$ cat config.mk
export PLATFORM = sky130hd
export DESIGN_NAME = vsmp_mul
export DESIGN_NICKNAME = d
export VERILOG_FILES = /design/src/rtl/vsmp_pkg.sv /design/src/rtl/vsmp_mul.sv
export SDC_FILE = /design/constraint.sdc
export NUM_CORES = 2
export LEC_CHECK = 0
export ABC_AREA = 1
export BUFFER_PORTS_ARGS = -buffer_cell sky130_fd_sc_hd__buf_2
export CORE_UTILIZATION = 41
export CTS_CLUSTER_DIAMETER = 60
export CTS_CLUSTER_SIZE = 24
export DETAILED_ROUTE_END_ITERATION = 10
export PLACE_DENSITY_LB_ADDON = 0.08
export SYNTH_ARGS = -nofsm -noshare
export SYNTH_HDL_FRONTEND = slang
export SYNTH_SLANG_ARGS = --single-unit
$ cat constraint.sdc
create_clock -name clk_i -period 18.5 [get_ports clk_i]
set_input_delay 1.85 -clock clk_i [delete_from_list [all_inputs] [get_ports clk_i]]
set_output_delay 1.85 -clock clk_i [all_outputs]
set_load 0.005 [all_outputs]
$ cat src/rtl/vsmp_pkg.sv
`timescale 1ns / 1ps
// ----------------------------------------------------------------------------
// vsmp_pkg
// Shared widths, codes and the sequencer state type of the volume sampler.
// ----------------------------------------------------------------------------
package vsmp_pkg;

  localparam int unsigned DEF_MAX_DIM_X = 32;
  localparam int unsigned DEF_MAX_DIM_Y = 32;
  localparam int unsigned DEF_MAX_DIM_Z = 32;

  localparam int unsigned TEXEL_W   = 8;
  localparam int unsigned INDEX_W   = 15;
  localparam int unsigned POS_W     = 20;
  localparam int unsigned FRAC_W    = 16;
  localparam int unsigned CFG_W     = 6;
  localparam int unsigned SIZE_W    = 9;   // effective size, up to 63
  localparam int unsigned COORD_W   = 8;   // wrapped texel coordinate
  localparam int unsigned TP_W      = 30;  // pos*size - 0.5, Q16
  localparam int unsigned FLOOR_W   = 14;
  localparam int unsigned ROW_W     = 16;
  localparam int unsigned PLANE_W   = 17;
  localparam int unsigned ZOFF_W    = 25;
  localparam int unsigned LX_W      = 24;  // Q16 texel blend
  localparam int unsigned LY_W      = 40;  // Q32 texel blend
  localparam int unsigned ACC_W     = 58;  // Q48 texel blend plus sign
  localparam int unsigned OUT_W     = 16;
  localparam int unsigned STEP_W    = 4;

  // shared multiplier: signed A times unsigned B
  localparam int unsigned MUL_A_W   = 34;
  localparam int unsigned MUL_B_W   = 18;
  localparam int unsigned MUL_P_W   = 52;

  localparam int unsigned PADDR_W   = 4;
  localparam int unsigned PDATA_W   = 32;

  localparam int unsigned HALF_Q16  = 32768;
  localparam int unsigned THREE_Q16 = 196608;

  localparam logic CMD_WRITE  = 1'b0;
  localparam logic CMD_SAMPLE = 1'b1;

  localparam logic [1:0] REG_SIZE_X = 2'd0;
  localparam logic [1:0] REG_SIZE_Y = 2'd1;
  localparam logic [1:0] REG_SIZE_Z = 2'd2;

  typedef enum logic [5:0] {
    ST_IDLE   = 6'b000001,
    ST_POSMUL = 6'b000010,
    ST_MOD    = 6'b000100,
    ST_ADDR   = 6'b001000,
    ST_READ   = 6'b010000,
    ST_BLEND  = 6'b100000
  } state_e;

endpackage

$ cat src/rtl/vsmp_mul.sv
`timescale 1ns / 1ps
// ----------------------------------------------------------------------------
// vsmp_mul
// Shared multiplier: signed A by unsigned B, product registered.
// ----------------------------------------------------------------------------
module vsmp_mul (
  input  logic                                clk_i,
  input  logic signed [vsmp_pkg::MUL_A_W-1:0] a_i,
  input  logic        [vsmp_pkg::MUL_B_W-1:0] b_i,
  output logic signed [vsmp_pkg::MUL_P_W-1:0] p_o
);
  import vsmp_pkg::*;

  localparam int unsigned FULL_W = MUL_A_W + MUL_B_W + 1;

  logic signed [FULL_W-1:0]  a_ext;
  logic signed [FULL_W-1:0]  b_ext;
  logic signed [FULL_W-1:0]  prod_full;
  logic signed [MUL_P_W-1:0] p_q;

  assign a_ext     = FULL_W'(a_i);
  assign b_ext     = $signed({{(FULL_W-MUL_B_W){1'b0}}, b_i});
  assign prod_full = a_ext * b_ext;

  always_ff @(posedge clk_i) begin
    p_q <= prod_full[MUL_P_W-1:0];
  end

  assign p_o = p_q;

endmodule

* Word-level counts from Yosys, hierarchy flattened
Cells that the tools add are included.
** Cells by class
- Add/sub/neg operators :: 0
- Multiply operators :: 1
- Div/mod/pow operators :: 0
- $lt $le $gt $ge :: 0
- Equality and inequality tests :: 0
- Shift operators :: 0
- Multiplexer cells :: 0
- Bitwise logic cells :: 0
- Reductions and logical operators :: 0
** Operator list (number)
- multiplier 34 x 19 -> 52 bit :: 1
** Word-level totals
- Register bits :: 52
- Bits in latches :: 0
- RAM bits :: 0
- Bits in read-only memories :: 0
- Input bits :: 53
- Output and inout port bits :: 52
- Word-level logic and storage cells :: 2
- Memories :: 0

* Depth between registers and ports, before layout
- Word-level depth :: 1
- Mapped depth :: 30
- Mapped depth without buffers :: 28

* Worst setup path after synthesis
Ideal clock, no wire load.
- Path type :: input to register
- From :: in a_i[33] (netlist name)
- To :: reg p_q[51] (netlist: p_o[51])
- Library setup time :: 112 ps
- Arrival :: 7078 ps
- Path slack :: 11310 ps
- Cell stages on the path :: 24
- Buffers on the path :: 2
- Path through :: clkbuf_1 > clkbuf_1 > nand2_1 > fa_1 > fa_1 > fa_1 > inv_1 > fa_1 > fa_1 > inv_1 > fa_1 > inv_1 > ha_1 > nand2_1 > inv_1 > nand2_1 > nor3_1 > nand2_1 > nor2_1 > nand2_1 > inv_1 > nor2_1 > nand2_1 > nand2_1
** Between the ends
- Cells in the longest elaborated chain, start to end :: 1
** RTL lines
- start, declared :: line vsmp_mul.sv:8 : input logic signed [vsmp_pkg::MUL_A_W-1:0] a_i,
- multiplier 34 x 19 -> 52 bit :: line vsmp_mul.sv:23 : assign prod_full = a_ext * b_ext;
- net prod_full[51] :: line vsmp_mul.sv:18 : logic signed [FULL_W-1:0] prod_full;
- end signal, assigned :: line vsmp_mul.sv:26 : p_q <= prod_full[MUL_P_W-1:0];
- end, declared :: line vsmp_mul.sv:19 : logic signed [MUL_P_W-1:0] p_q;
The timed path passes the listed nets, and every way through them passes these cells.

* Worst setup path after layout
- From :: in b_i[1] (netlist name)
- To :: reg p_q[49] (netlist: p_o[49])
** Between the ends
- Cells in the longest elaborated chain, start to end :: 1
** RTL lines
- start, declared :: line vsmp_mul.sv:9 : input logic [vsmp_pkg::MUL_B_W-1:0] b_i,
- multiplier 34 x 19 -> 52 bit :: line vsmp_mul.sv:23
- net prod_full[49] :: line vsmp_mul.sv:18
The timed path passes the listed nets, and every way through them passes these cells.

==> metrics.json <==
{
  "synthesis.instances": 3366,
  "routed-via-count": 19160,
  "actual_transition_at_the_worst_max_transition_pin_ns": 0.9297,
  "antenna_left": 0,
  "postCtsSetupRepairBufs": 0,
  "die_area_sq_um": 61010,
  "detail_route.wl_per_cell_um": 17.11,
  "timing.final.crit_share_pct": 42.80,
  "clock-root-buffer": "clkbuf_16",
  "worstSetupEndpointType": "flip-flop",
  "totalNegativeSetupSlack_ns": 0,
  "syn-num-nets": 4131,
  "globalRoute.totalOverflow": 0,
  "crit_fanout": 34,
  "ioPinCount": 105,
  "filler_cell_count": 6255,
  "globalRouteTotalUtil_pct": 24.57,
  "avgSynthCellArea_sq_um": 7.311,
  "die_w_um": 247,
  "h_tree_lvls": 2,
  "die_height_um": 247,
  "synth.largest_area_cell": "fa_1",
  "drc": 2,
  "timing.max_cap.violations": 0,
  "timing.critical_path.arrival_ns": 8.11,
  "dr.first_iter.drc_count": 803,
  "antenna_found_initial": 3,
  "area_delta_synth_final_pct": 4.611,
  "grt_setup_unrepaired": "false",
  "cts_resized": 0,
  "ys_top_cells_by_area": "fa_1 (48%), inv_1 (18%), nand2_1 (15%)",
  "cpMaxStageDelayCell": "fa_1",
  "cts.clk_slew.worst_paths_ns": 0.08,
  "largest_register_ff_count": 52,
  "worst_path_required_ns": 18.69,
  "start_util_pct": 41.62,
  "cts_hold_buffers": 0,
  "grt_pass1_vias": 21390,
  "hold_viol_final": 0,
  "crit_path_max_incr_delay_ns": 0.71,
  "netlist-cell-type-count": 26,
  "cts_tree": "built",
  "fin_nets": 4102,
  "detailedRoute.firstPassIterationCount": 8,
  "final_max_slew_viol_count": 0,
  "finalSetupViolations": 0,
  "post_route_cells_drive_above_1_share_pct": 4.224,
  "fp-row-count": 89,
  "max_freq_ghz": 0.1263,
  "violations": "design-rule violations",
  "run_status": "finished with violations",
  "ys_seq_elements": 52,
  "hp-class": "input pin to flip-flop",
  "number_of_buffers_between_clock_root_and_the_deepest_sink": 2,
  "io_buffer_count": 104,
  "dp_hpwl_um": 60680,
  "grt_max_degree": 35,
  "numClockSinks": 52,
  "timing.critical_path.from_type": "input pin",
  "crit_chain": "buf_2, nand2_1, fa_1, fa_1, fa_1, inv_1, fa_1, inv_1, fa_1, inv_1, fa_1, ha_1, nand2_1, inv_1, nand2_1, nor2_1, nand2_1, nor2_1, nand2_1, nand4_1, nand2_1",
  "grt_first_pass_wirelength_um": 115100,
  "numCtsBuffers": 5,
  "totalWireLength_um": 70390,
  "yosys_top_cell_area_share_pct": 47.51,
  "ys_warnings": 0,
  "synth.yosys.seq_area_share_pct": 4.230,
  "period_needed_ns": 7.918,
  "placeable_core_area_sq_um": 59130,
  "place.gp.congestion": 0.9303,
  "maxSlewHeadroom_pct": 38.02,
  "vias_per_cell": 4.659,
  "synth.cell_area_sq_um": 24610,
  "crit_type": "input pin to flip-flop"
}
==> critical path: cells and delay by family <==
family,cells,cell delay (ns)
fa+ha+maj,7,3.69
buf+inv,5,1.11
simple gates,9,1.42
==> cell type report <==
| cell class | count | area [sq um] | area share (%) |
|---|---|---|---|
| multi-input combinational | 1978 | 18550 | 72.07 |
| clock inverter | 3 | 42.54 | 0.1652 |
| sequential | 52 | 1041 | 4.044 |
| tap | 773 | 967.2 | 3.757 |
| timing repair buffer | 104 | 520.5 | 2.022 |
| inverter | 1196 | 4489 | 17.44 |
| antenna | 2 | 5.005 | 0.01944 |
| clock buffer | 5 | 125.1 | 0.4860 |
==> final timing paths <==
check / from / slack [ns] / cells after the start / to
hold / removal: a_i[0] / 1.98 / 3 / p_o[0]$_DFF_P_
setup / recovery: b_i[1] / 10.58 / 21 / p_o[49]$_DFF_P_
==> cell families (layout without fill, tap and decap cells) <==
kind of cell	count (synthesis)	count (layout)	share of synthesized area (%)
buf+inv	1336	1308	20.38
simple gates	1161	1161	18.55
fa+ha+maj	712	712	54.01
compound gates	67	67	1.474
flops	52	52	4.230
xor+xnor	38	38	1.352
other cells	0	2	0
==> cells in the mapped netlist (all sizes together) <==
| master | count |
|---|---|
| a21oi | 50 |
| buf | 14 |
| xnor2 | 11 |
| nor2 | 69 |
| nand2b | 1 |
| o211ai | 1 |
| dfxtp | 52 |
| o21ai | 6 |
| fa | 584 |
| nand3 | 47 |
| clkbuf | 126 |
| a21o | 2 |
| nor3 | 16 |
| nand3b | 1 |
| inv | 1196 |
| nand4 | 17 |
| nand2 | 1009 |
| ha | 128 |
| xor2 | 27 |
| and3 | 1 |
| o21bai | 8 |
==> layer usage <==
metal | share of wire, % | vias up | global-route usage [%]
met4 | 2.9 | 2 | 6.663
met5 | 0.011 | - | 0
met1 | 40 | 9686 | 28.76
met3 | 3.0 | 104 | 1.856
li1 | - | 9018 | -
met2 | 54 | 352 | 47.50
==> placed cells by master (no fill, tap or decap), types with 12 or more instances in the layout <==
master	count
a21oi_1	50
nor2_1	57
nor2_2	12
nand2_1	1000
inv_1	1193
nor3_1	13
xor2_1	27
nand3_1	45
nand4_1	17
dfxtp_1	52
buf_2	104
ha_1	128
fa_1	584
==> metrics by stage <==
| step | instance area, sq um | hold slack (ns) | worst slack [ns] | cells | utilization [%] |
|---|---|---|---|---|---|
| 2_1_floorplan | 24610 | 2.134 | 11.31 | 3366 | - |
| 3_3_place_gp | 25570 | 2.228 | 10.29 | 4103 | 43.25 |
| 3_5_place_dp | 25570 | 2.228 | 10.25 | 4103 | 43.25 |
| 4_1_cts | 25740 | 1.978 | 10.53 | 4111 | 43.53 |
| 5_1_grt | 25740 | 2.020 | 10.20 | 4113 | 43.54 |
| 6_report | 25740 | 1.977 | 10.58 | 4113 | 43.54 |
Power is left out: the tool's default activity adds up to more than one toggle a clock period on the data nets, which glitch-free logic cannot reach.
